<file path="src/rotation_matrix_to_quaternion_top_assert.svh">
// Assertion macros for the rotation matrix to quaternion block.
// Used by the top level only; expects a clock named clk and a reset named rst.
`ifndef ROTATION_MATRIX_TO_QUATERNION_TOP_ASSERT_SVH
`define ROTATION_MATRIX_TO_QUATERNION_TOP_ASSERT_SVH

// Implication in the same cycle, masked during reset.
`define RMQ_ASSERT_SAME(lbl, ante, cons, msg) \
  lbl: assert property (@(posedge clk) disable iff (rst) (ante) |-> (cons)) \
    else $error(msg);

// Implication checked on every edge, reset included.
`define RMQ_ASSERT_ALWAYS(lbl, ante, cons, msg) \
  lbl: assert property (@(posedge clk) (ante) |-> (cons)) else $error(msg);

`endif

</file>
<file path="src/rmq_pkg.sv">
// Shared types and codes for the rotation matrix to quaternion block.
// No dependencies.
`timescale 1ns / 1ps

package rmq_pkg;

  localparam logic [1:0] BR_TRACE = 2'd0;
  localparam logic [1:0] BR_X     = 2'd1;
  localparam logic [1:0] BR_Y     = 2'd2;
  localparam logic [1:0] BR_Z     = 2'd3;

  localparam int LANE_X = 0;
  localparam int LANE_Y = 1;
  localparam int LANE_Z = 2;
  localparam int LANE_W = 3;

  localparam int QBITS = 31;

  // numerators travel alongside the root chain, 33-bit two's complement each
  typedef struct packed {
    logic             valid;
    logic [1:0]       branch;
    logic [3:0][32:0] num;
  } rmq_side_t;

  // control carried alongside the divider chain
  typedef struct packed {
    logic        valid;
    logic [1:0]  branch;
    logic        degen;
    logic [31:0] half;
    logic [3:0]  neg;
    logic [3:0]  ovf;
  } rmq_ctl_t;

endpackage

</file>
<file path="src/rmq_front.sv">
// Front stage: trace test, branch choice, root argument and numerators.
// Depends on rmq_pkg.
`timescale 1ns / 1ps

module rmq_front #(
  parameter int FRAC_BITS = 30,
  parameter int RW        = 32
) (
  input  logic                  clk,
  input  logic                  rst,
  input  logic                  en,
  input  logic                  in_valid,
  input  logic [8:0][31:0]      mat,
  input  logic [29:0]           eps,
  output rmq_pkg::rmq_side_t    side,
  output logic [2*RW-1:0]       rad
);
  import rmq_pkg::*;

  localparam logic signed [34:0] ONE = 35'sd1 <<< FRAC_BITS;

  logic signed [34:0] a [9];
  logic signed [34:0] t, arg;
  logic [33:0]        argc;
  logic [1:0]         br;
  logic signed [32:0] b [9];
  logic [3:0][32:0]   num;

  always_comb begin
    for (int i = 0; i < 9; i++) begin
      a[i] = 35'(signed'(mat[i]));
      b[i] = 33'(signed'(mat[i]));
    end
    t   = a[0] + a[4] + a[8] + ONE;
    num = '0;
    if (t > $signed({5'd0, eps})) begin
      br  = BR_TRACE;
      arg = t;
      num[LANE_X] = b[7] - b[5];
      num[LANE_Y] = b[2] - b[6];
      num[LANE_Z] = b[3] - b[1];
    end else if ((a[4] >= a[0]) || (a[8] >= a[0])) begin
      if (a[8] >= a[4]) begin
        br  = BR_Z;
        arg = a[8] + ONE - a[0] - a[4];
        num[LANE_X] = b[2] + b[6];
        num[LANE_Y] = b[5] + b[7];
        num[LANE_W] = b[1] - b[3];
      end else begin
        br  = BR_Y;
        arg = a[4] + ONE - a[0] - a[8];
        num[LANE_X] = b[1] + b[3];
        num[LANE_Z] = b[5] + b[7];
        num[LANE_W] = b[2] - b[6];
      end
    end else begin
      br  = BR_X;
      arg = a[0] + ONE - a[4] - a[8];
      num[LANE_Y] = b[1] + b[3];
      num[LANE_Z] = b[2] + b[6];
      num[LANE_W] = b[5] - b[7];
    end
    // negative argument clamps to zero
    argc = arg[34] ? 34'd0 : arg[33:0];
  end

  always_ff @(posedge clk) begin
    if (rst) begin
      side.valid <= 1'b0;
    end else if (en) begin
      side.valid <= in_valid;
    end
    if (en) begin
      side.branch <= br;
      side.num    <= num;
      rad         <= {{(2*RW-34){1'b0}}, argc} << FRAC_BITS;
    end
  end

endmodule

</file>
<file path="config.mk">
export PLATFORM = sky130hd
export DESIGN_NAME = rmq_front
export DESIGN_NICKNAME = d
export VERILOG_FILES = /design/src/rotation_matrix_to_quaternion_top_assert.svh /design/src/rmq_pkg.sv /design/src/rmq_front.sv
export SDC_FILE = /design/constraint.sdc
export NUM_CORES = 2
export LEC_CHECK = 0
export BUFFER_PORTS_ARGS = -buffer_cell sky130_fd_sc_hd__buf_2
export CORE_MARGIN = 1
export CORE_UTILIZATION = 60
export DETAILED_ROUTE_END_ITERATION = 10
export PLACE_DENSITY = 0.91
export SETUP_SLACK_MARGIN = 0.4
export SLEW_MARGIN = 20
export SYNTH_ARGS = -nofsm -noshare
export SYNTH_HDL_FRONTEND = slang
export SYNTH_SLANG_ARGS = --single-unit
export TNS_END_PERCENT = 1
</file>
<file path="constraint.sdc">
create_clock -name clk -period 21.2 [get_ports clk]
set_input_delay 4.24 -clock clk [delete_from_list [all_inputs] [get_ports clk]]
set_output_delay 4.24 -clock clk [all_outputs]
set_load 0.02 [all_outputs]
</file>
After elaboration in Yosys (flattened, before gate mapping)
Index checks and enable logic that the tools add are counted.
{ "classes": {"n_addsub": 20, "multipliers": 0, "n_div": 0, "magnitude_cmp": 4, "eq_ne": 0, "n_shift": 0, "muxes": 12, "bitwise": 1, "reduce_logical": 2} }
{ "op_table": {"columns": ["operator", "count"], "rows": [
  ["$mux W99", 2],
  ["$mux W33", 5],
  ["$sub A32 B32 Y33", 5],
  ["$add A32 B32 Y33", 4],
  ["$mux W35", 3],
  ["$sub A34 B32 Y35", 3],
  ["$sub A33 B32 Y34", 3],
  ["$add A32 B32 Y33 const B", 3],
  ["$ge A32 B32 Y1", 3],
  ["$add A34 B32 Y35 const B", 1],
  ["$gt A35 B31 Y1", 1],
  ["$add A33 B32 Y34", 1],
  ["$mux W1", 2],
  ["$reduce_or A2 Y1", 1],
  ["$logic_or A1 B1 Y1", 1],
  ["$not A1 Y1", 1]
]} }
{ "totals": {"register_bits": 169, "latch_bits": 0, "mem_bits_rw": 0, "rom_bits": 0, "input_bits": 322, "out_inout_bits": 199, "word_cells": 47, "n_memories": 0} }

Depth between registers and ports, before layout
{ "depth": {"ltp_word": 6, "ltp_mapped": 31, "depth_no_buf": 28} }

Least setup slack after synthesis
Ideal clock, no wire load.
{ "synth_timing": {"kind": "input port to flip-flop", "start": "input mat[2] (netlist bit)", "end": "register side[54] (netlist bit), data pin", "arrival_time_ns": 9.425, "slack_ns": 11.513, "stages": 25, "n_path_buf": 2, "path_cell_list": "inv_1 fa_1 inv_1 ha_1 ha_1 inv_1 fa_1 nand2b_1 a2111oi_2 o31ai_2 a2111oi_2 or4b_1 and2_1 a311oi_1 xnor2_1 ha_1 a21o_1 a21oi_1 nor4b_1 nand4_1 a311oi_2 a31oi_2 buf_4 buf_6 mux2_1"} }
{ "synth_rtl": {"columns": ["item", "line", "text"], "rows": [
  ["start: declaration", "rmq_front.sv:13", "input logic [8:0][31:0] mat,"],
  ["end: declaration", "rmq_front.sv:15", "output rmq_pkg::rmq_side_t side,"]
]} }

==> results.md <==
* Post-synth top cells: 728 x ha_1, 486 x inv_1, 482 x a21oi_1
* Post-Route WL at 137 mm
* Part of the power in registers at roughly a fifth
* Class of the worst hold path: reg2reg
* Crit share post-route at 55.2%
* Critical path startpoint: mat[2]
* Crit-path slowest cell: a31oi_4
* Count of different cell masters after synthesis at 92
* Hold Fails Final Rpt at 0
* Clock slew at reported path FFs at 0.07 ns
* Clk sinks at 169
* Fraction of registers with async set/reset at 0%
* Register area share after synthesis at 13.5%
* Crit path largest cell delay at between 0.6 and 0.7 ns
* Number of max-cap violations at 0
* GR Util All Layers at 42.2%
* Syn_area_per_cell at between 8 and 9 um^2
* Initial Utilization at approximately three fifths
* Final Core Density at 66.5%
* Antenna violations before repair at 29
* DR WL/cell at 23.5 um
* Top-count cell post-synth: ha_1
* Area fraction of the dominant cell type after synthesis at 24.3%
* Clock Power Share at a little under an eighth
* First-pass GRT wire length at 205 mm
* Maximum clock frequency at between 80 and 90 MHz
* Worst skew pair latency at 0.49 ns
* WP data arrival at 11.95 ns
* Cts bufs inserted at 17
* Hold_buf cts at 0
* I/O pins at 521
* Post-DP Area at 40,400 um^2
* FF-to-FF Start: side[134]
* Cell area after layout at a little over 40,000 um^2
* Ys flop type: edfxtp_1
* Setup TNS at 0 ns
* Worst Setup Start Kind: primary input
* Area contributors post-synth: ha_1 24%, edfxtp_1 13%, fa_1 7.5%, a21oi_1 6.4%, xnor2_1 5.9%
* HPWL after DPL at 113 mm
* Post-synth EDFFs at around 170
* VDD IR-drop max at 0.0000566 V
* Routability cong. at 1.02
* LEAKAGE at 0.0196 uW
* Max-slew violation count at 0
* Min-delay src: side[134]
* CTS root buf: clkbuf_16
* Syn. warnings at 0
* WP buf/inv at 6
* Core Area at 61,700 um^2
* Top cell family by delay on the critical path: compound AO/OA/AOI/OAI gates
* Detail Route Antenna Nets at 0
* CP endpoint kind: register
* Total power at approximately 3100 uW
* DIE HEIGHT at about 250 um
* Initial DRT Pass Iterations at 8
* Final routed DRC violation total at 0
* Layout cell share with drive strength beyond 1 at approximately an eighth
* Largest net degree at the start of global routing at 195
* Final setup fails at 0
* Number of nets in the layout at 6,170
* Power Internal at 1470 uW
* Initial DRC Count at 4,546
* CP Max Fanout at ~190
* Min cycle time layout at between 10 and 15 ns
* P&R area growth vs syn at 9.28%
* Sw Ratio at 52.5%
* RSZ-0062 raised after global routing: false
* Grt ovf at 0
* Vias in the first global route at roughly 36,000
* Die W at 252 um
* Max Buffers Root-to-Sink at 2
* Cell taking the most area after synthesis: ha_1
* Least-Margin Pin Slew at approximately 1.1 ns
* Net load switching power at 1630 uW
* Worst slew margin at 22.6%
* Hold slack at 0.504 ns
* Site row count at 91
* Worst Setup Path Type: in2reg
* PwrDens at 75.5 nW/um^2
* Die area at between 60,000 and 70,000 um^2
* Critical path data required time at 21.46 ns
* # Post-CTS Setup Buffers at 0
* Post-CTS Resized at 0
* IO buf count at 490
* Status: complete, no violations
* Worst clock skew at 0 ns
* Synthesized cell area at 37,500 um^2
* H-tree Lvls at 4
* FF+latch count, synth at 169
* CTS tree: done
* Via count at 37,089
* Cells after synthesis at around 4,600
* Comb pwr share at 69.4%
* Mean number of vias per cell at 6.33
==> area by class of cell <==
| type | instances | area [um^2] |
|---|---|---|
| multi-input combinational | 3794 | 29800 |
| fill | 5327 | 20700 |
| clock inverter | 15 | 180 |
| tap | 837 | 1050 |
| clock buffer | 17 | 425 |
| inverter | 493 | 1850 |
| antenna | 25 | 62.6 |
| timing repair buffer | 505 | 2600 |
| sequential | 169 | 5060 |
==> worst min-delay path, cell delays in order, from the launching register on <==
cell and delay (ns):
dfxtp_1 0.32, mux2i_1 0.07, nor2_1 0.08
==> logic make-up after synthesis <==
family | after synthesis | synth area share, %
flops | 169 | 13.5
mux | 43 | 1.20
other cells | 1 | 0.00999
buf+inv | 702 | 7.53
simple gates | 1074 | 13.6
compound gates | 1461 | 25.0
xor+xnor | 318 | 7.42
fa+ha+maj | 868 | 31.7
==> worst paths after layout <==
check,end,slack (ns),cells past startpoint
max,side[17],9.51,29
min,side[134],0.50,2
max reg2reg,side[134],20.59,2
min reg2reg,side[134],0.50,2
==> registers in the layout, indices dropped and copies added, names as in the netlist <==
name and cells:
side 135, rad 34
==> per-layer routing <==
metal / track usage, % / vias to the layer above / share of wire, %
met3: 8.03 / 389 / 11
li1: - / 17038 / -
met4: 24.4 / 10 / 6.2
met5: 0 / - / 0.057
met1: 54.0 / 17452 / 39
met2: 66.3 / 2200 / 44
==> power by group through the flow <==
stage / registers (uW) / logic [uW] / clock network, uW
floorplan: 698 / 1320 / 0
detailed placement: 593 / 2070 / 0
global route: 597 / 2310 / 358
CTS: 590 / 2090 / 350
global placement: 598 / 2040 / 0
finish: 595 / 2150 / 352
==> placed cells by master, fill, tap and decap left out, types with 15 or more instances in the layout <==
cell,synthesis,final
o22ai_1,23,23
o21ai_0,279,278
ha_1,728,728
o211ai_1,39,39
a21o_1,109,109
a311oi_1,26,26
a2111oi_0,23,22
diode_2,0,25
or4_1,16,16
mux2i_1,27,27
nand2b_1,66,66
xnor2_1,252,252
a21oi_1,482,482
and2_1,15,15
a211o_1,15,15
a31oi_1,34,34
nand4_1,43,43
clkbuf_16,0,17
a221oi_1,25,25
o31a_1,16,16
and3_1,23,23
a21boi_0,18,18
nand3_1,63,63
conb_1,1,30
nor3_1,81,81
nor2_1,362,361
fa_1,140,140
or3_1,29,29
o21a_1,43,42
nor2b_1,61,61
o31ai_1,53,52
nor4_1,28,28
o21bai_1,83,83
inv_1,486,486
nand2_1,247,247
edfxtp_1,168,168
a211oi_1,62,62
buf_2,45,489
xor2_1,66,66
==> stage by stage <==
stage          setup WS (ns)  instances
5_1_grt                 9.04       5847
3_5_place_dp            9.24       5798
6_report                9.51       5855
2_1_floorplan          11.51       4665
3_3_place_gp            9.40       5798
4_1_cts                 9.73       5830
Power figures use the tool's default switching activity.
