--- src/rotation_matrix_to_quaternion_top_assert.svh ---
// Assertion macros for the rotation matrix to quaternion block.
// Used by the top level only; expects a clock named clk and a reset named rst.
`ifndef ROTATION_MATRIX_TO_QUATERNION_TOP_ASSERT_SVH
`define ROTATION_MATRIX_TO_QUATERNION_TOP_ASSERT_SVH

// Implication in the same cycle, masked during reset.
`define RMQ_ASSERT_SAME(lbl, ante, cons, msg) \
  lbl: assert property (@(posedge clk) disable iff (rst) (ante) |-> (cons)) \
    else $error(msg);

// Implication checked on every edge, reset included.
`define RMQ_ASSERT_ALWAYS(lbl, ante, cons, msg) \
  lbl: assert property (@(posedge clk) (ante) |-> (cons)) else $error(msg);

`endif

--- src/rmq_pkg.sv ---
// Shared types and codes for the rotation matrix to quaternion block.
// No dependencies.
`timescale 1ns / 1ps

package rmq_pkg;

  localparam logic [1:0] BR_TRACE = 2'd0;
  localparam logic [1:0] BR_X     = 2'd1;
  localparam logic [1:0] BR_Y     = 2'd2;
  localparam logic [1:0] BR_Z     = 2'd3;

  localparam int LANE_X = 0;
  localparam int LANE_Y = 1;
  localparam int LANE_Z = 2;
  localparam int LANE_W = 3;

  localparam int QBITS = 31;

  // numerators travel alongside the root chain, 33-bit two's complement each
  typedef struct packed {
    logic             valid;
    logic [1:0]       branch;
    logic [3:0][32:0] num;
  } rmq_side_t;

  // control carried alongside the divider chain
  typedef struct packed {
    logic        valid;
    logic [1:0]  branch;
    logic        degen;
    logic [31:0] half;
    logic [3:0]  neg;
    logic [3:0]  ovf;
  } rmq_ctl_t;

endpackage

--- src/rmq_div_cell.sv ---
// One quotient bit of four restoring dividers sharing a divisor.
// Depends on rmq_pkg.
`timescale 1ns / 1ps

module rmq_div_cell #(
  parameter int RW = 32
) (
  input  logic              clk,
  input  logic              rst,
  input  logic              en,
  input  rmq_pkg::rmq_ctl_t ctl_in,
  input  logic [RW:0]       den_in,
  input  logic [3:0][RW:0]  rem_in,
  input  logic [3:0][30:0]  low_in,
  input  logic [3:0][30:0]  quo_in,
  output rmq_pkg::rmq_ctl_t ctl_out,
  output logic [RW:0]       den_out,
  output logic [3:0][RW:0]  rem_out,
  output logic [3:0][30:0]  low_out,
  output logic [3:0][30:0]  quo_out
);
  import rmq_pkg::*;

  logic [3:0][RW+1:0] r2;
  logic [3:0][RW+1:0] dif;
  logic [3:0]         ge;

  always_comb begin
    for (int k = 0; k < 4; k++) begin
      r2[k]  = {rem_in[k], low_in[k][30]};
      ge[k]  = r2[k] >= {1'b0, den_in};
      dif[k] = r2[k] - {1'b0, den_in};
    end
  end

  always_ff @(posedge clk) begin
    if (rst) begin
      ctl_out.valid <= 1'b0;
    end else if (en) begin
      ctl_out.valid <= ctl_in.valid;
    end
    if (en) begin
      ctl_out.branch <= ctl_in.branch;
      ctl_out.degen  <= ctl_in.degen;
      ctl_out.half   <= ctl_in.half;
      ctl_out.neg    <= ctl_in.neg;
      ctl_out.ovf    <= ctl_in.ovf;
      den_out        <= den_in;
      for (int k = 0; k < 4; k++) begin
        rem_out[k] <= ge[k] ? dif[k][RW:0] : r2[k][RW:0];
        low_out[k] <= {low_in[k][29:0], 1'b0};
        quo_out[k] <= {quo_in[k][29:0], ge[k]};
      end
    end
  end

endmodule

--- config.mk ---
export PLATFORM = sky130hd
export DESIGN_NAME = rmq_div_cell
export DESIGN_NICKNAME = d
export VERILOG_FILES = /design/src/rotation_matrix_to_quaternion_top_assert.svh /design/src/rmq_pkg.sv /design/src/rmq_div_cell.sv
export SDC_FILE = /design/constraint.sdc
export NUM_CORES = 1
export LEC_CHECK = 0
export BUFFER_PORTS_ARGS = -buffer_cell sky130_fd_sc_hd__buf_2
export CAP_MARGIN = 20
export CORE_AREA = 4 4 353 355
export DETAILED_ROUTE_END_ITERATION = 10
export DIE_AREA = 0 0 357 359
export GPL_TIMING_DRIVEN = 0
export SKIP_LAST_GASP = 1
export SLEW_MARGIN = 0
export SYNTH_ARGS = -nofsm -noshare
export SYNTH_HDL_FRONTEND = slang
export SYNTH_SLANG_ARGS = --single-unit
--- constraint.sdc ---
create_clock -name clk -period 5.65 [get_ports clk]
set_input_delay 0.2825 -clock clk [delete_from_list [all_inputs] [get_ports clk]]
set_output_delay 0.2825 -clock clk [all_outputs]
set_load 0.005 [all_outputs]
* Yosys cells after proc, flatten, opt, wreduce, memory -nomap -nowiden *
Cells that the tools add are included.
W data, S select, Z words.

word-level totals
  logic and storage cells = 31
  output and inout port bits = 457
  register bits after elaboration = 453

cells by class
  muxes and demuxes = 4
  add/sub/neg operators = 4
  order comparisons = 4

operators with widths
  cell              number
  $ge A34 B33 Y1    4
  $mux W33          4
  $sub A33 B33 Y33  4

* Depth between registers and ports, before layout *
  word-level depth = 2
  gate-level depth with buffers = 15

* Least setup slack after synthesis *
OpenSTA, ideal clock, no wires.

  path type = input-to-reg
  start point = input den_in[1]
  end point = register rem_out[100] in the netlist's numbering (data pin)
  buffers on the path = 1
  data required time = 5.388 ns
  data arrival time = 2.896 ns
  setup time = 0.262 ns
  cell stages on the path = 11
  setup slack = 2.492 ns
  cells stage by stage = inv_1 -> fa_1 -> a211oi_1 -> o21ai_1 -> a211o_1 -> a31oi_4 -> a31o_1 -> o21ai_2 -> a211oi_2 -> buf_4 -> mux2_1

between the ends
  longest elaborated chain between the ends = 2
  elaborated cells on any way between the ends = 3
  classes of those cells = add/sub (1); order compare (1); mux (1)

RTL lines
  item                                                       RTL line                                text
  start: declaration                                         rmq_div_cell.sv:12                      input logic [RW:0] den_in,
  $sub A33 B33 Y33 / $ge A34 B33 Y1 (equally long branches)  rmq_div_cell.sv:32, rmq_div_cell.sv:31
  $mux W33 *                                                 rmq_div_cell.sv:50                      rem_out[k] <= ge[k] ? dif[k][RW:0] : r2[k][RW:0];
  end signal: indexed assignment                             rmq_div_cell.sv:50
  end: declaration                                           rmq_div_cell.sv:18                      output logic [3:0][RW:0] rem_out,

Every way passes the cells marked *; elsewhere a longest branch is shown, timed or not.
A chain may end at the register's enable or synchronous reset.

* Worst setup path after layout *
  start point = input den_in[1]
  end point = register rem_out[32] in the netlist's numbering (data pin)

Same word-level chain as after synthesis.

==> Implementation_results.wiki <==
{| class="wikitable"
! Metric !! Value
|-
| Outcome || finished, final reports clean
|-
| Sequential-to-total area share from yosys stat || 0.614
|-
| Largest net degree at the start of global routing || 127
|-
| Final wirelength || 108 mm
|-
| Buf/Inv on CP || 4
|-
| Post-DP HPWL || 84.9 mm
|-
| Input/output buffers || 908
|-
| Max Clock Skew || 0 ns
|-
| Minimum period implied by the final worst setup slack || 4.58 ns
|-
| Transition time at the pin with the least slew margin || 1.06 ns
|-
| Cell breakdown of the critical path || dlygate4sd3_1 > buf_2 > inv_1 > fa_1 > a21o_1 > a21oi_1 > o21a_1 > o211ai_1 > nand2_1 > o211ai_1 > a21oi_2 > clkbuf_1 > o21ai_0
|-
| # setup viols final || 0
|-
| Final Hold Vio Count || 0
|-
| Post-detailed-route count of antenna-violating nets || 0
|-
| Sort of element at the end of the critical path || flip-flop
|-
| Standby leakage power || 0.0147 uW
|-
| CP arrival || 4.91 ns
|-
| Family with the most delay on the worst path || compound AO/OA/AOI/OAI gates
|-
| Via density per instance || 4.21
|-
| RR Endpoint || ctl_out[43]
|-
| Non-filler cells, final || 4,852
|-
| Number of buffers between clock root and the deepest sink || 3
|-
| Chip height || 359 um
|-
| Cell area after technology mapping || 22,100 sq um
|-
| Clock transition time at the flip-flop clock pins of the worst setup and hold paths || 0.06 ns
|-
| Multi-input combinational cell area || 8000 sq um
|-
| Post-CTS setup buffer count || 0
|-
| First-pass DRT Iterations || 5
|-
| Max Clk Rate || 0.218 GHz
|-
| Mapped Cells || 1,767
|-
| Synth warnings || 0
|-
| Clock tree root buffer cell || sky130_fd_sc_hd__clkbuf_16
|-
| Number of buffers inserted during clock tree synthesis || 54
|-
| Number of H-tree branching levels || 2
|-
| Startpoint of the worst register-to-register path || ctl_out[43]
|-
| Worst Hold End || rem_out[76]
|-
| Clk Latency, worst-skew pair || 0.63 ns
|-
| DRC violation count after routing || 0
|-
| Number of library cell types mapped by synthesis || 78
|-
| Required time at the worst-slack endpoint || 5.97 ns
|-
| Initial DRC Count || 1,305
|-
| Start point of the worst hold path || rem_in[75]
|-
| Average instance area after synthesis || 12.5 sq um
|-
| Power density normalized to cell area || 288 nW/um^2
|-
| #FFs+latches synth || 453
|-
| First-pass GRT wire length || 149 mm
|-
| Number of inserted filler cells in the final layout || 12,513
|-
| Highest cell delay on the worst timing path || 0.76 ns
|-
| Register-to-Register Path Depth || 3
|-
| Antenna violations before repair || 30
|-
| Setup repair after global routing missed its margin || false
|-
| Layout Area Growth over Synthesis || 58.2%
|-
| Total vias in the final route || 20,406
|-
| Worst hold-check path type || input port to flip-flop
|-
| VDD IR-drop max || 0.232 mV
|-
| Final global-route overflow total || 0
|-
| Final-report max-slew violation count || 0
|-
| Relative slew slack || 0.287
|-
| Clock tree from TritonCTS || yes
|-
| Die X || 357 um
|-
| Final worst-path cycle share || 0.811
|-
| Async SR Flop Fraction || 0
|-
| Placed cell count || 4,310
|-
| Overall track demand over capacity in global routing || 0.160
|-
| Number of sinks handled by clock tree synthesis || 453
|-
| Placer congestion estimate || 0.881
|-
| Hold path cells || 3
|-
| Crit-path max FO || 10
|-
| Count of nets after finishing || 3,765
|-
| Type of the setup path with the least slack || input port to flip-flop
|-
| Via count of the first global-routing pass || 21,033
|-
| Register Area || 13,600 sq um
|-
| Max Cap Viol || 0
|-
| Post-Route Setup TNS || 0 ns
|-
| Highest-count cells in the layout ignoring fill and taps || 920 x sky130_fd_sc_hd__buf_2, 452 x sky130_fd_sc_hd__edfxtp_1, 428 x sky130_fd_sc_hd__dlygate4sd3_1
|-
| Most common cell type on the critical path || sky130_fd_sc_hd__o211ai_1
|-
| CP Launch Type || input port
|-
| Wire per inst || 22.2 um
|-
| Core region area || 121,000 sq um
|-
| Critical-path top delay cell || sky130_fd_sc_hd__a21oi_2
|-
| Setup ws final || 1.07 ns
|-
| Minimum setup slack among reg-to-reg paths || 4.51 ns
|-
| Full die area || 128,000 sq um
|-
| Post-synth top flop || sky130_fd_sc_hd__edfxtp_1
|-
| Number of flops mapped to enable cells by yosys || 452
|-
| Number of placed I/O pins || 917
|-
| Initial core utilization || 0.182
|-
| Row cnt || 128
|-
| Post-place setup slack || 0.936 ns
|-
| Share of cells above drive strength 1 || 0.326
|-
| Most common library cell in the layout ignoring fill and taps || sky130_fd_sc_hd__buf_2
|-
| Final Util || 0.288
|}
## worst max-delay path by stage
| stage | endpoint | startpoint | slack (ns) | cells after the start |
|---|---|---|---|---|
| after floorplan | rem_out[100] | den_in[1] | 2.49 | 11 |
| after global placement | ctl_out[43] | en | -3.15 | 3 |
| after detailed placement | rem_out[32] | den_in[1] | 0.94 | 12 |
| after CTS | rem_out[32] | den_in[1] | 1.05 | 13 |
| after global routing | rem_out[27] | den_in[1] | 0.84 | 14 |
| final | rem_out[32] | den_in[1] | 1.07 | 13 |
## cells in the mapped netlist (3+ instances only)
master                     count  share of area
sky130_fd_sc_hd__clkbuf_1     35         0.0059
sky130_fd_sc_hd__nand2b_1     14         0.0040
sky130_fd_sc_hd__xor2_1       51          0.020
sky130_fd_sc_hd__nand2_1     171          0.029
sky130_fd_sc_hd__a211o_1       4         0.0016
sky130_fd_sc_hd__or3_1         4         0.0011
sky130_fd_sc_hd__nand3_1      22         0.0050
sky130_fd_sc_hd__o211ai_1     12         0.0041
sky130_fd_sc_hd__ha_1        132          0.075
sky130_fd_sc_hd__nor3_1       13         0.0029
sky130_fd_sc_hd__inv_1        72          0.012
sky130_fd_sc_hd__o21a_1       17         0.0058
sky130_fd_sc_hd__mux2i_1       3         0.0014
sky130_fd_sc_hd__edfxtp_1    452           0.61
sky130_fd_sc_hd__o21bai_1     25         0.0085
sky130_fd_sc_hd__o21ai_0     153          0.035
sky130_fd_sc_hd__a311oi_1      3         0.0012
sky130_fd_sc_hd__a21oi_1     156          0.035
sky130_fd_sc_hd__buf_4         5         0.0017
sky130_fd_sc_hd__nor2_1       89          0.015
sky130_fd_sc_hd__nor2b_1      11         0.0031
sky130_fd_sc_hd__a221o_1       3         0.0014
sky130_fd_sc_hd__nand4_1      30         0.0085
sky130_fd_sc_hd__and4b_1       3         0.0014
sky130_fd_sc_hd__a21o_1       67          0.023
sky130_fd_sc_hd__o31ai_1      11         0.0037
sky130_fd_sc_hd__a21boi_0      3         0.0010
sky130_fd_sc_hd__buf_6         5         0.0025
sky130_fd_sc_hd__mux2_2       13         0.0066
sky130_fd_sc_hd__a211oi_1     11         0.0037
sky130_fd_sc_hd__buf_2        12         0.0027
sky130_fd_sc_hd__a31oi_1      12         0.0034
sky130_fd_sc_hd__xnor2_1      67          0.027
sky130_fd_sc_hd__o21ai_1      13         0.0029
sky130_fd_sc_hd__nor4_1        6         0.0017
sky130_fd_sc_hd__and2_1        5         0.0014
sky130_fd_sc_hd__and3_1        8         0.0023
sky130_fd_sc_hd__fa_1          4         0.0036
## cell type report
cell class | instances | area share
antenna | 14 | 0.00100
buffer | 59 | 0.00836
clock buffer | 62 | 0.0401
clock inverter | 38 | 0.0120
inverter | 72 | 0.00772
multi-input combinational | 1186 | 0.228
sequential | 453 | 0.388
tap | 1625 | 0.0581
timing repair buffer | 1343 | 0.256
## worst min-delay path: stages
cell	delay, ns
sky130_fd_sc_hd__buf_2	0.09
sky130_fd_sc_hd__nand2_1	0.05
sky130_fd_sc_hd__o21ai_0	0.12
## routing by layer
layer | up-vias | global-route usage | share of wire | wire (um)
met5 | - | 0 | 0.0016 | 177
met2 | 868 | 0.303 | 0.52 | 56400
met4 | 28 | 0.0708 | 0.049 | 5240
li1 | 9493 | - | - | -
met1 | 9818 | 0.163 | 0.35 | 37900
met3 | 199 | 0.0433 | 0.075 | 8140
## what timing repair did
action	CTS	global route
hold buffers	428	0
endpoints found under the hold margin	453	0
resized for setup	0	0
## power by group
| group | internal (uW) | leakage (uW) | switching [uW] | total, uW |
|---|---|---|---|---|
| registers | 4120 | 0.00443 | 106 | 4230 |
| logic | 973 | 0.00938 | 1270 | 2240 |
| clock network | 2110 | 0.000885 | 1510 | 3620 |
| total | 7210 | 0.0147 | 2880 | 10100 |
## cells by family (layout without fill, tap and decap cells)
| kind of cell | after synthesis | count (layout) | share of synthesized area |
|---|---|---|---|
| AO/OA/AOI/OAI | 526 | 526 | 0.148 |
| flip-flops | 453 | 453 | 0.614 |
| AND/OR/NAND/NOR | 385 | 385 | 0.0787 |
| adder cells (fa/ha/maj) | 136 | 136 | 0.0782 |
| buffers and inverters | 131 | 1574 | 0.0254 |
| XOR/XNOR | 118 | 118 | 0.0467 |
| multiplexers | 17 | 17 | 0.00848 |
| other | 1 | 18 | 0.000169 |
## registers in the layout, indices dropped and copies added, names as in the netlist
signal and cells:
den_out 33, rem_out 132, quo_out 124, ctl_out 44, low_out 120
## per-stage QoR
stage	cell area, sq um	total power [uW]	hold WS, ns
4_1_cts	35000	10300	0.00216
5_1_grt	35000	10600	0.0248
2_1_floorplan	22200	5190	0.355
3_5_place_dp	28900	6290	0.443
6_report	35000	10100	0.0318
3_3_place_gp	28700	6320	0.443
Power figures use the tool's default switching activity.
