### config.mk
export PLATFORM = sky130hd
export DESIGN_NAME = rmq_sqrt_cell
export DESIGN_NICKNAME = d
export VERILOG_FILES = /design/src/rotation_matrix_to_quaternion_top_assert.svh /design/src/rmq_pkg.sv /design/src/rmq_sqrt_cell.sv
export SDC_FILE = /design/constraint.sdc
export NUM_CORES = 1
export LEC_CHECK = 0
export BUFFER_PORTS_ARGS = -buffer_cell sky130_fd_sc_hd__buf_2
export CORE_AREA = 2 2 206 208
export DETAILED_ROUTE_END_ITERATION = 16
export DIE_AREA = 0 0 208 210
export GPL_ROUTABILITY_DRIVEN = 0
export PLACE_DENSITY = 0.49
export REMOVE_ABC_BUFFERS = 1
export SYNTH_ARGS = -nofsm -noshare
export SYNTH_HDL_FRONTEND = slang
export SYNTH_SLANG_ARGS = --single-unit
### constraint.sdc
create_clock -name clk -period 2.7 [get_ports clk]
set_input_delay 0.54 -clock clk [delete_from_list [all_inputs] [get_ports clk]]
set_output_delay 0.54 -clock clk [all_outputs]
set_load 0.1 [all_outputs]
### src/rotation_matrix_to_quaternion_top_assert.svh
// Assertion macros for the rotation matrix to quaternion block.
// Used by the top level only; expects a clock named clk and a reset named rst.
`ifndef ROTATION_MATRIX_TO_QUATERNION_TOP_ASSERT_SVH
`define ROTATION_MATRIX_TO_QUATERNION_TOP_ASSERT_SVH

// Implication in the same cycle, masked during reset.
`define RMQ_ASSERT_SAME(lbl, ante, cons, msg) \
  lbl: assert property (@(posedge clk) disable iff (rst) (ante) |-> (cons)) \
    else $error(msg);

// Implication checked on every edge, reset included.
`define RMQ_ASSERT_ALWAYS(lbl, ante, cons, msg) \
  lbl: assert property (@(posedge clk) (ante) |-> (cons)) else $error(msg);

`endif

### src/rmq_pkg.sv
// Shared types and codes for the rotation matrix to quaternion block.
// No dependencies.
`timescale 1ns / 1ps

package rmq_pkg;

  localparam logic [1:0] BR_TRACE = 2'd0;
  localparam logic [1:0] BR_X     = 2'd1;
  localparam logic [1:0] BR_Y     = 2'd2;
  localparam logic [1:0] BR_Z     = 2'd3;

  localparam int LANE_X = 0;
  localparam int LANE_Y = 1;
  localparam int LANE_Z = 2;
  localparam int LANE_W = 3;

  localparam int QBITS = 31;

  // numerators travel alongside the root chain, 33-bit two's complement each
  typedef struct packed {
    logic             valid;
    logic [1:0]       branch;
    logic [3:0][32:0] num;
  } rmq_side_t;

  // control carried alongside the divider chain
  typedef struct packed {
    logic        valid;
    logic [1:0]  branch;
    logic        degen;
    logic [31:0] half;
    logic [3:0]  neg;
    logic [3:0]  ovf;
  } rmq_ctl_t;

endpackage

### src/rmq_sqrt_cell.sv
// One root bit of the digit-by-digit square root, numerators ride along.
// Depends on rmq_pkg.
`timescale 1ns / 1ps

module rmq_sqrt_cell #(
  parameter int RW = 32
) (
  input  logic               clk,
  input  logic               rst,
  input  logic               en,
  input  rmq_pkg::rmq_side_t side_in,
  input  logic [RW+1:0]      rem_in,
  input  logic [RW-1:0]      root_in,
  input  logic [2*RW-1:0]    rad_in,
  output rmq_pkg::rmq_side_t side_out,
  output logic [RW+1:0]      rem_out,
  output logic [RW-1:0]      root_out,
  output logic [2*RW-1:0]    rad_out
);
  import rmq_pkg::*;

  logic [RW+3:0] rem2, trial, diff;
  logic          ge;

  always_comb begin
    rem2  = {rem_in, rad_in[2*RW-1 -: 2]};
    trial = {2'b00, root_in, 2'b01};
    ge    = rem2 >= trial;
    diff  = rem2 - trial;
  end

  always_ff @(posedge clk) begin
    if (rst) begin
      side_out.valid <= 1'b0;
    end else if (en) begin
      side_out.valid <= side_in.valid;
    end
    if (en) begin
      side_out.branch <= side_in.branch;
      side_out.num    <= side_in.num;
      rem_out         <= ge ? diff[RW+1:0] : rem2[RW+1:0];
      root_out        <= {root_in[RW-2:0], ge};
      rad_out         <= rad_in << 2;
    end
  end

endmodule

* After elaboration in Yosys (flattened, before gate mapping)
Cells that the tools add are included.
Operators by class: add/sub/neg operators 1, magnitude comparators 1, multiplexer cells 1
Operator list (count):
- $ge A36 B34 Y1 | 1
- $mux W34 | 1
- $sub A34 B34 Y34 | 1
Word-level totals: register bits after elaboration 263, input port bits 268, output and inout bits 265, logic and storage cells 12

* Logic depth before layout (Yosys ltp)
Gate-level depths: netlist of run 1.
word-level depth 2, mapped depth 13, gate-level depth less buffers 10

* Least setup slack after synthesis of run 1
No wires, ideal clock.
path kind input to register, start input port root_in[27], end register rem_out[3] (data pin), setup time 262 ps, arrival time 2644 ps, data required time 2438 ps, setup slack -206 ps, stages 10, buffers on the path 1, path through inv_1 ha_1 a21o_1 a21o_1 a21o_1 a311o_1 a211oi_1 o21a_1 buf_4 mux2_1
Between the ends: longest elaborated chain between the ends 2
Ends and longest elaborated chain:
- start, declared | RTL line rmq_sqrt_cell.sv:13 | input logic [RW-1:0] root_in,
- $ge A36 B34 Y1 | RTL line rmq_sqrt_cell.sv:28 | ge = rem2 >= trial;
- $mux W34 | RTL line rmq_sqrt_cell.sv:41 | rem_out <= ge ? diff[RW+1:0] : rem2[RW+1:0];
- end signal, assigned | RTL line rmq_sqrt_cell.sv:41
- end, declared | RTL line rmq_sqrt_cell.sv:16 | output logic [RW+1:0] rem_out,
No other way between the ends. A chain may end at the register's enable or synchronous reset.

* Worst setup path in the final report of run 1
start input port root_in[9], end register rem_out[27] (data pin)
Between the ends: longest elaborated chain between the ends 2, elaborated cells between the ends (all ways) 3, those cells by class add/sub (1); order compare (1); mux (1)
Ends and longest elaborated chain (RTL line):
- $sub A34 B34 Y34 or $ge A36 B34 Y1 (tied branches) | rmq_sqrt_cell.sv:29, rmq_sqrt_cell.sv:28
- $mux W34 * | rmq_sqrt_cell.sv:41
Mark *: on every way between the ends. The rest lies on a longest branch, timed or not.

==> key figures, run 1 <==
Status
  • Status: finished, final reports clean

Layout
  • Final non-filler cell total: approximately 1900
  • Nets: approximately 1600
  • Commonest cells after routing, fill and taps aside: buf_2, edfxtp_1, buf_4
  • Area growth from synthesis to layout: 50.2%
  • Most common cell after layout, fill and taps aside: buf_2
  • Share of cells above drive strength 1: 0.529

STA
  • Tmin final: roughly 2500 ps
  • RSZ-0062 raised after global routing: no
  • FMAX: slightly below 0.4 GHz
  • # setup viols final: 0
  • Worst Clk Skew: 0 ps
  • Final Hold Vio Count: 0
  • Slew HR: 0.594
  • Worst slew pin tran: between 600 and 700 ps
  • Fin crit share: 0.934
  • Final Max Tran Viols: 0
  • Worst setup slack after layout: between 150 and 200 ps

Synthesis
  • Avg Inst Size Synth: 16.3 um2
  • Synthesized flop and latch total: about 260
  • Post-synth EDFFs: around 260
  • Synth Warn #: 0
  • Most common flop cell mapped by yosys: edfxtp_1
  • Post-Syn Instances: between 600 and 700
  • Cell Area, Synth: between 10000 and 15000 um2
  • Async S/R FF share, synth: 0
  • Cell variety after synth: 58
  • Seq/Total Area, Yosys: 0.767

Floorplanning
  • I/O pin count: 533
  • Core area: between 40000 and 50000 um2
  • Die W: about 210 um
  • Site Rows: between 70 and 80
  • Initial core utilization: 0.248
  • Die area: roughly 44000 um2
  • Vert. Die Dim: approximately 210 um

Clocking
  • CTS Hold Buffers Added: 0
  • CTS Buf Count: 30
  • Clock sink count: roughly 260
  • Root Buffer: clkbuf_16
  • CTS tree: done
  • Clk_lat worst skew: roughly 550 ps
  • CTS max path bufs: 3
  • H-tree levels: 1
  • Reg clk slew, reported paths: 70 ps

GRT
  • GRT Util Overall: 0.164
  • First-pass GRT wire length: 52.9 mm
  • Largest net degree at the start of global routing: 56
  • Initial antenna violation count: 13
  • Vias in the first global route: between 7000 and 8000
  • Global route overflow: 0

Placement
  • Worst Setup Slack post-DPL: -438 ps
  • Port Buffers: between 500 and 600
  • Hpwl dp: 30.2 mm
  • Cells after DPL: approximately 1800

Power
  • Int Pwr: 0.00825 W
  • Power share of the clock group: 0.317
  • Sw Share: 0.384
  • Psw: about 0.0051 W
  • Comb pwr share: 0.309
  • P per Cell Area: 868 nW/um2
  • Sequential power share: 0.374
  • Max IR drop VDD: 474 uV
  • Leakage power: about 7 nW

Setup path
  • Required time worst endpoint: about 3000 ps
  • CP max FO: 6
  • Kind of critical path: in -> reg
  • Critical Path Source Type: primary input
  • Endpoint class of the critical path: flip-flop
  • WP data arrival: ~2800 ps

Routing
  • Vias: roughly 7800
  • DR iter-0 viols: approximately 400
  • First drt pass iteration count: 4
  • Overall routed net length: between 30 and 40 mm
  • ANT nets after route: 0
  • Via/cell ratio: 4.20
  • DRC: 0
  • Drt wl/cell: ~20 um

Hold path
  • Hold Path Class: in -> reg

Job
  • Maximum Capacitance Violations: 0
## worst max-delay path, stage by stage
cell and delay, ps:
buf_2 90, inv_1 40, ha_1 370, a21o_1 220, a31o_1 200, a221oi_2 310, o211ai_1 220, o2bb2ai_1 220
mux2i_1 170, o221ai_1 130, mux2_1 300
## routing by layer
layer / global-route usage / share of wire / up-vias
li1: - / - / 3721
met3: 0.0559 / 0.084 / 44
met2: 0.291 / 0.51 / 298
met4: 0.0496 / 0.023 / 8
met1: 0.187 / 0.38 / 3720
met5: 0 / 0.0015 / -
## repair_timing
item	CTS	global route
endpoints found under the setup margin	0	1
setup buffers	0	0
resized for setup	0	1
## kinds of logic after synthesis
family	share of synthesized area
compound gates	0.0840
xor+xnor	0.0239
fa+ha+maj	0.0414
buf+inv	0.0223
flops	0.767
mux	0.00718
other cells	0.000365
simple gates	0.0534
## synth_stat cells (all sizes together) (2+ instances only)
cell	n	area, um2
a31oi	5	31.3
and3	9	56.3
buf	9	52.6
inv	42	158
o41ai	3	26.3
edfxtp	262	7870
o21a	2	16.3
o21ai	44	224
nand3	4	20.0
nor2b	2	12.5
ha	34	425
a311oi	2	52.6
o211ai	3	22.5
a21oi	26	130
xor2	16	140
nand2b	6	37.5
nand2	48	180
xnor2	12	105
mux2	3	33.8
o31ai	3	22.5
clkbuf	5	18.8
a31o	2	17.5
and2	6	37.5
a221oi	2	23.8
o31a	2	17.5
nor3	8	40.0
nor2	15	56.3
nand4	7	43.8
o221ai	2	17.5
a21o	22	166
a21boi	3	26.3
mux2i	4	40.0
## path summary, 6_finish.rpt
path,startpoint,endpoint,slack (ps),cells past startpoint
worst max register to register,side_out[134],side_out[134],2120,2
worst min-delay path,side_in[34],side_out[34],150,1
worst max-delay path,root_in[9],rem_out[27],180,11
worst min register to register,side_out[134],side_out[134],510,2
## sequential cells by signal, indices dropped and copies added (netlist names)
signal    cells
side_out    135
rad_out      62
rem_out      34
root_out     32
## through the flow
| stage | util | hold slack [ps] | instance area (um2) | power (W) | setup TNS (ps) |
|---|---|---|---|---|---|
| 4_1_cts | 0.371 | 109 | 15400 | 0.0136 | 0 |
| 6_report | 0.372 | 148 | 15400 | 0.0134 | 0 |
| 5_1_grt | 0.372 | 109 | 15400 | 0.0139 | 0 |
| 3_3_place_gp | 0.347 | 478 | 14400 | 0.00926 | -10420 |
| 3_5_place_dp | 0.347 | 497 | 14400 | 0.00927 | -11470 |
| 2_1_floorplan | - | 612 | 10200 | 0.00822 | -28750 |
## power groups by stage
stage          Clock, W  Sequential [W]  Combinational [W]
2_1_floorplan         0         0.00774           0.000476
3_3_place_gp          0         0.00510            0.00416
3_5_place_dp          0         0.00510            0.00417
4_1_cts         0.00439         0.00502            0.00418
5_1_grt         0.00455         0.00505            0.00429
6_report        0.00424         0.00501            0.00414
## layout make-up
cell class	count	area, um2
fill	4105	26000
tap	539	674
timing repair buffer	635	3500
clock buffer	37	798
clock inverter	17	223
inverter	42	158
multi-input combinational	313	2170
sequential	263	7890
antenna	7	17.5
Note: power is estimated with default switching activity, not from simulation.
==> run 2: changes to the inputs <==
--- a/config.mk
+++ b/config.mk
@@ -6,11 +6,11 @@
 export NUM_CORES = 1
 export LEC_CHECK = 0
 export BUFFER_PORTS_ARGS = -buffer_cell sky130_fd_sc_hd__buf_2
-export CORE_AREA = 2 2 206 208
+export CORE_AREA = 3 3 207 209
 export DETAILED_ROUTE_END_ITERATION = 16
-export DIE_AREA = 0 0 208 210
+export DIE_AREA = 0 0 210 212
 export GPL_ROUTABILITY_DRIVEN = 0
-export PLACE_DENSITY = 0.49
+export PLACE_DENSITY = 0.47
 export REMOVE_ABC_BUFFERS = 1
 export SYNTH_ARGS = -nofsm -noshare
 export SYNTH_HDL_FRONTEND = slang
==> constraint.sdc (replaced) <==
create_clock -name clk -period 3.1 [get_ports clk]
set_input_delay 0.62 -clock clk [delete_from_list [all_inputs] [get_ports clk]]
set_output_delay 0.62 -clock clk [all_outputs]
set_load 0.1 [all_outputs]
==> run 2 against run 1 <==
Net effect:
- register-to-register slack improved by 400 ps
- design area shrank 2.2%
- global-route usage down 0.45 points
- largest cell class unchanged
==> key figures, run 2 (synthesized netlist as in run 1, its figures left out) <==
Power
  • Design Power: 0.0116 W (-13%)
  • P per Cell Area: 770 nW/um2 (-11%)
  • Leakage power: 6.66 nW (-3.2%)
  • Max IR drop VDD: 453 uV (-4.3%)

GRT
  • First-pass GRT wire length: 52.5 mm (-0.78%)
  • Initial antenna violation count: 12 (-1)
  • Global route overflow: 0 (unchanged)
  • Largest net degree at the start of global routing: 67 (+20%)
  • GRT Util Overall: 0.160 (-0.00449)
  • Vias in the first global route: 7875 (-0.089%)

Clocking
  • Post-CTS Setup Bufs: 0 (unchanged)
  • CTS tree: done
  • Root Buffer: clkbuf_16
  • CTS max path bufs: 3 (unchanged)
  • CTS Buf Count: 31 (+3.3%)
  • CTS Hold Buffers Added: 0 (unchanged)
  • Reg clk slew, reported paths: 60 ps (about the same)
  • Clk_lat worst skew: 580 ps (+30 ps)
  • Cts repair resizes: 0 (unchanged)
  • Clock sink count: 263 (unchanged)
  • H-tree levels: 1 (unchanged)

Setup path
  • WP data arrival: 2970 ps (+130 ps)
  • Critical Path Source Type: primary input
  • Endpoint class of the critical path: flip-flop
  • Required time worst endpoint: 3430 ps (+420 ps)
  • R2R depth: 2 (unchanged)
  • R2R setup slack: 2520 ps (+400 ps)
  • Capture point of the worst reg-to-reg path: side_out[134]
  • Launch point of the worst reg-to-reg path: side_out[134]
  • CP max FO: 26 (+20)
  • Kind of critical path: in -> reg

Layout
  • Top flop regs: side_out: 135 flops, rad_out: 62 flops, rem_out: 34 flops
  • Max FFs per register: 135 (unchanged)
  • Commonest cells after routing, fill and taps aside: buf_2, edfxtp_1, buf_4
  • Biggest register: side_out
  • Share of cells above drive strength 1: 0.513 (-0.0161)
  • Most common cell after layout, fill and taps aside: buf_2
  • Nets: 1544 (-2.7%)
  • Area growth from synthesis to layout: 46.8%
  • Fin util: 0.368 (-0.00415)

Floorplanning
  • Die area: 44500 um2 (+1.9%)
  • I/O pin count: 533 (unchanged)
  • Vert. Die Dim: 212 um (+0.95%)
  • Initial core utilization: 0.251 (+0.00278)
  • Die W: 210 um (+0.96%)
  • Core area: 41000 um2 (-1.1%)
  • Site Rows: 74 (-1.3%)

STA
  • Slew HR: 0.595 (+0.000884)
  • Final Max Tran Viols: 0 (unchanged)
  • Tmin final: approximately 2600 ps
  • FMAX: ~0.38 GHz
  • Fin crit share: 0.851
  • # setup viols final: 0 (unchanged)
  • Final Hold Vio Count: 0 (unchanged)
  • Worst slew pin tran: 612 ps (-1.34 ps)
  • Worst Clk Skew: 0 ps (unchanged)
  • RSZ-0062 raised after global routing: no
  • WHS: 183 ps (+34.5 ps)

Routing
  • DRC: 0 (unchanged)
  • Drt wl/cell: 21.0 um (+3.9%)
  • First drt pass iteration count: 4 (unchanged)
  • Via/cell ratio: 4.30 (+2.3%)
  • Overall routed net length: 37.8 mm (+1.1%)
  • Vias: 7752 (-0.50%)
  • DR iter-0 viols: 416 (+3.5%)
  • ANT nets after route: 0 (unchanged)

Placement
  • Hpwl dp: 30.5 mm (+0.77%)
  • Port Buffers: 530 (unchanged)

Hold path
  • Hold Path Class: in -> reg
  • Hold Path Sink: side_out[134]
  • Hold depth: 2 (+1)
  • Hold path start: rst

Job
  • Maximum Capacitance Violations: 0 (unchanged)

Status
  • Status: finished, final reports clean
[run 2: how the worst max path moves through the flow]
| stage | startpoint | to | slack (ps) | cells after the start |
|---|---|---|---|---|
| after global placement | root_in[16] | rem_out[1] | -80 | 11 |
| after CTS | root_in[16] | rem_out[5] | 480 | 11 |
| after global routing | root_in[16] | rem_out[1] | 220 | 11 |
| final | root_in[16] | rem_out[14] | 460 | 11 |
| after floorplan | root_in[27] | rem_out[27] | -750 | 10 |
| after detailed placement | root_in[16] | rem_out[1] | -150 | 11 |
[run 2: routing by layer]
| layer | part of all wire | GRT usage | up-vias |
|---|---|---|---|
| met5 | 0.0021 | 0 | - |
| met4 | 0.039 | 0.0598 | 12 |
| met3 | 0.092 | 0.0633 | 66 |
| met2 | 0.50 | 0.283 | 326 |
| met1 | 0.36 | 0.173 | 3726 |
| li1 | - | - | 3622 |
[run 2: report_power, final]
part | internal, W | total [W] | switching [W] | leakage [nW]
clock network | 0.00217 | 0.00371 | 0.00154 | 0.495
registers | 0.00429 | 0.00437 | 0.0000788 | 2.57
logic | 0.000615 | 0.00355 | 0.00293 | 3.59
total | 0.00707 | 0.0116 | 0.00455 | 6.66
[run 2: worst max-delay path, cell delays in order]
cell and delay [ps]:
buf_2 180, inv_1 70, ha_1 320, and2_1 190, a221oi_1 270, o31a_1 210, o221ai_1 150, a211oi_1 250
o21a_2 270, buf_4 310, o21ai_1 120
[run 2: area by class of cell]
class	count	area, um2
fill	4082	25900
sequential	263	7890
timing repair buffer	591	3170
multi-input combinational	313	2170
clock buffer	33	783
tap	532	666
clock inverter	24	248
inverter	42	158
antenna	5	12.5
[run 2: per-stage QoR]
step | area (um2) | worst slack, ps | TNS, ps | std cells
3_3_place_gp | 14000 | -84.6 | -1490 | 1741
3_5_place_dp | 14000 | -150 | -2940 | 1741
5_1_grt | 15100 | 221 | 0 | 1800
6_report | 15100 | 462 | 0 | 1803
4_1_cts | 15100 | 484 | 0 | 1798
2_1_floorplan | 10200 | -749 | -17550 | 618
==> run 3: changes to the inputs <==
--- a/config.mk
+++ b/config.mk
@@ -6,12 +6,14 @@
 export NUM_CORES = 1
 export LEC_CHECK = 0
 export BUFFER_PORTS_ARGS = -buffer_cell sky130_fd_sc_hd__buf_2
-export CORE_AREA = 3 3 207 209
+export CORE_AREA = 3 3 208 210
 export DETAILED_ROUTE_END_ITERATION = 16
-export DIE_AREA = 0 0 210 212
+export DIE_AREA = 0 0 211 213
 export GPL_ROUTABILITY_DRIVEN = 0
 export PLACE_DENSITY = 0.47
 export REMOVE_ABC_BUFFERS = 1
+export SLEW_MARGIN = 0
 export SYNTH_ARGS = -nofsm -noshare
 export SYNTH_HDL_FRONTEND = slang
 export SYNTH_SLANG_ARGS = --single-unit
+export TNS_END_PERCENT = 5
==> run 3 against run 2 <==
Net effect:
- register-to-register slack about the same
- non-clock buffer count up 3
- fmax down 2.3%
- via count down 0.31%
- count of clock-buffer cells in the layout down 1
- critical path depth up 1
- first-iteration DRC count down 24%
- flip-flop and latch count unchanged
- core utilization down 0.55 points
- combinational power about the same
- clock power down 3%
- critical path type unchanged
- critical endpoint is now rem_out[32]
- largest cell class unchanged
==> key figures, run 3 (synthesized netlist as in run 1, its figures left out) <==
Floorplanning
  • Core area: 41800 um2 (+1.8%)
  • I/O pin count: 533 (unchanged)
  • Die W: 211 um (+0.48%)
  • Die area: 44900 um2 (+0.95%)
  • Initial core utilization: 0.246 (-0.00445)
  • Vert. Die Dim: 213 um (+0.47%)
  • Site Rows: 75 (+1.4%)

Setup path
  • Endpoint class of the critical path: flip-flop
  • CP max FO: 4 (-85%)
  • Critical Path Source Type: primary input
  • Required time worst endpoint: 3400 ps (-30 ps)
  • WP data arrival: 3000 ps (+30 ps)
  • Kind of critical path: in -> reg

Power
  • Max IR drop VDD: 388 uV (-14%)
  • P per Cell Area: 761 nW/um2 (-1.2%)
  • Leakage power: 6.68 nW (+0.22%)

Clocking
  • H-tree levels: 1 (unchanged)
  • Post-CTS Setup Bufs: 0 (unchanged)
  • Cts repair resizes: 0 (unchanged)
  • Reg clk slew, reported paths: 60 ps (about the same)
  • Clk_lat worst skew: 550 ps (-30 ps)
  • CTS Hold Buffers Added: 0 (unchanged)
  • Clock sink count: 263 (unchanged)
  • Root Buffer: clkbuf_16
  • CTS Buf Count: 31 (unchanged)
  • CTS tree: done
  • CTS max path bufs: 3 (unchanged)

GRT
  • Largest net degree at the start of global routing: 65 (-3.0%)
  • Vias in the first global route: 7681 (-2.5%)
  • Initial antenna violation count: 17 (+5)
  • Global route overflow: 0 (unchanged)
  • GRT Util Overall: 0.158 (-0.00164)
  • First-pass GRT wire length: 51.9 mm (-1.2%)

STA
  • Final Max Tran Viols: 0 (unchanged)
  • Worst slew pin tran: 617 ps (+5.57 ps)
  • RSZ-0062 raised after global routing: no
  • Final Hold Vio Count: 0 (unchanged)
  • FMAX: 0.370 GHz (-2.3%)
  • Tmin final: 2700 ps (+63.0 ps)
  • Slew HR: 0.591 (-0.00369)
  • Fin crit share: 0.871 (+0.0203)
  • Setup_tns: 0 ps (unchanged)
  • # setup viols final: 0 (unchanged)
  • Worst Clk Skew: 0 ps (unchanged)

Layout
  • Fillers: 4124 (+1.0%)
  • Final non-filler cell total: 1809 (+0.33%)
  • Area growth from synthesis to layout: 47.2%
  • Most common cell after layout, fill and taps aside: buf_2
  • Biggest register: side_out
  • Top flop regs: side_out: 135 flops, rad_out: 62 flops, rem_out: 34 flops
  • Nets: 1547 (+0.19%)
  • Share of cells above drive strength 1: 0.515 (+0.00194)
  • Max FFs per register: 135 (unchanged)
  • Commonest cells after routing, fill and taps aside: buf_2, edfxtp_1, buf_4

Status
  • Status: finished, final reports clean

Placement
  • Hpwl dp: 30.9 mm (+1.5%)
  • Port Buffers: 530 (unchanged)
  • Cells after DPL: 1751 (+0.57%)

Routing
  • DRC: 0 (unchanged)
  • First drt pass iteration count: 4 (unchanged)
  • Via/cell ratio: 4.27 (-0.64%)
  • Overall routed net length: 38.1 mm (+0.72%)
  • Drt wl/cell: 21.1 um (+0.39%)
  • ANT nets after route: 0 (unchanged)
  • DR iter-0 viols: 318 (-24%)
  • Vias: 7728 (-0.31%)

Job
  • Maximum Capacitance Violations: 0 (unchanged)

Hold path
  • Hold Path Class: in -> reg
-- run 3: cell types whose count changed in the layout (fill, tap and decap cells not counted) --
cell	delta
buf_4	-1
clkinv_4	+2
diode_2	-4
bufinv_16	-1
clkinvlp_4	+1
buf_12	+4
clkbuf_1	-1
inv_16	-1
-- run 3: path summary, 6_finish.rpt --
check,cells after the start,from,slack [ps],endpoint
max,12,root_in[16],400,rem_out[32]
min,2,rst,230,side_out[134]
max reg2reg,2,side_out[134],2520,side_out[134]
min reg2reg,2,side_out[134],500,side_out[134]
-- run 3: routing by layer --
metal,track usage,share of wire,vias to the layer above
met4,0.0517,0.032,22
met3,0.0560,0.089,85
met1,0.170,0.36,3665
met5,0,0.0039,-
li1,-,-,3631
met2,0.289,0.51,325
-- run 3: cell type report --
| class | instances | area, um2 | share of cell area |
|---|---|---|---|
| clock inverters | 25 | 223 | 0.0147 |
| repair buffers | 594 | 3240 | 0.214 |
| inverters | 42 | 158 | 0.0104 |
| diodes | 1 | 2.50 | 0.000165 |
| well taps | 539 | 674 | 0.0446 |
| clock buffers | 32 | 779 | 0.0515 |
| multi-input cells | 313 | 2170 | 0.143 |
| flip-flops and latches | 263 | 7890 | 0.521 |
-- run 3: power breakdown --
part | total [W] | switching, W | leakage (nW) | internal [W]
sequential | 0.00436 | 0.0000764 | 2.57 | 0.00429
clock | 0.00359 | 0.00151 | 0.479 | 0.00208
combinational | 0.00356 | 0.00293 | 3.62 | 0.000629
-- run 3: per-stage QoR --
stage / worst slack, ps / cell area (um2) / power (W) / hold slack, ps / utilization
final: 399 / 15100 / 0.0115 / 225 / 0.362
after global routing: 309 / 15100 / 0.0120 / 192 / 0.362
after CTS: 451 / 15100 / 0.0117 / 186 / 0.362
after detailed placement: -138 / 14100 / 0.00803 / 490 / 0.338
after global placement: -66.1 / 14100 / 0.00802 / 473 / 0.338
after floorplan: -749 / 10200 / 0.00716 / 692 / -
-- run 3: worst max-delay path, cell delays in order --
cell and delay [ps]:
buf_2 140, inv_1 90, ha_1 320, and2_1 190
a221oi_1 280, o31a_1 240, o221ai_1 170, buf_4 170
a21oi_1 200, o21ai_0 130, xor2_1 150, mux2_1 290
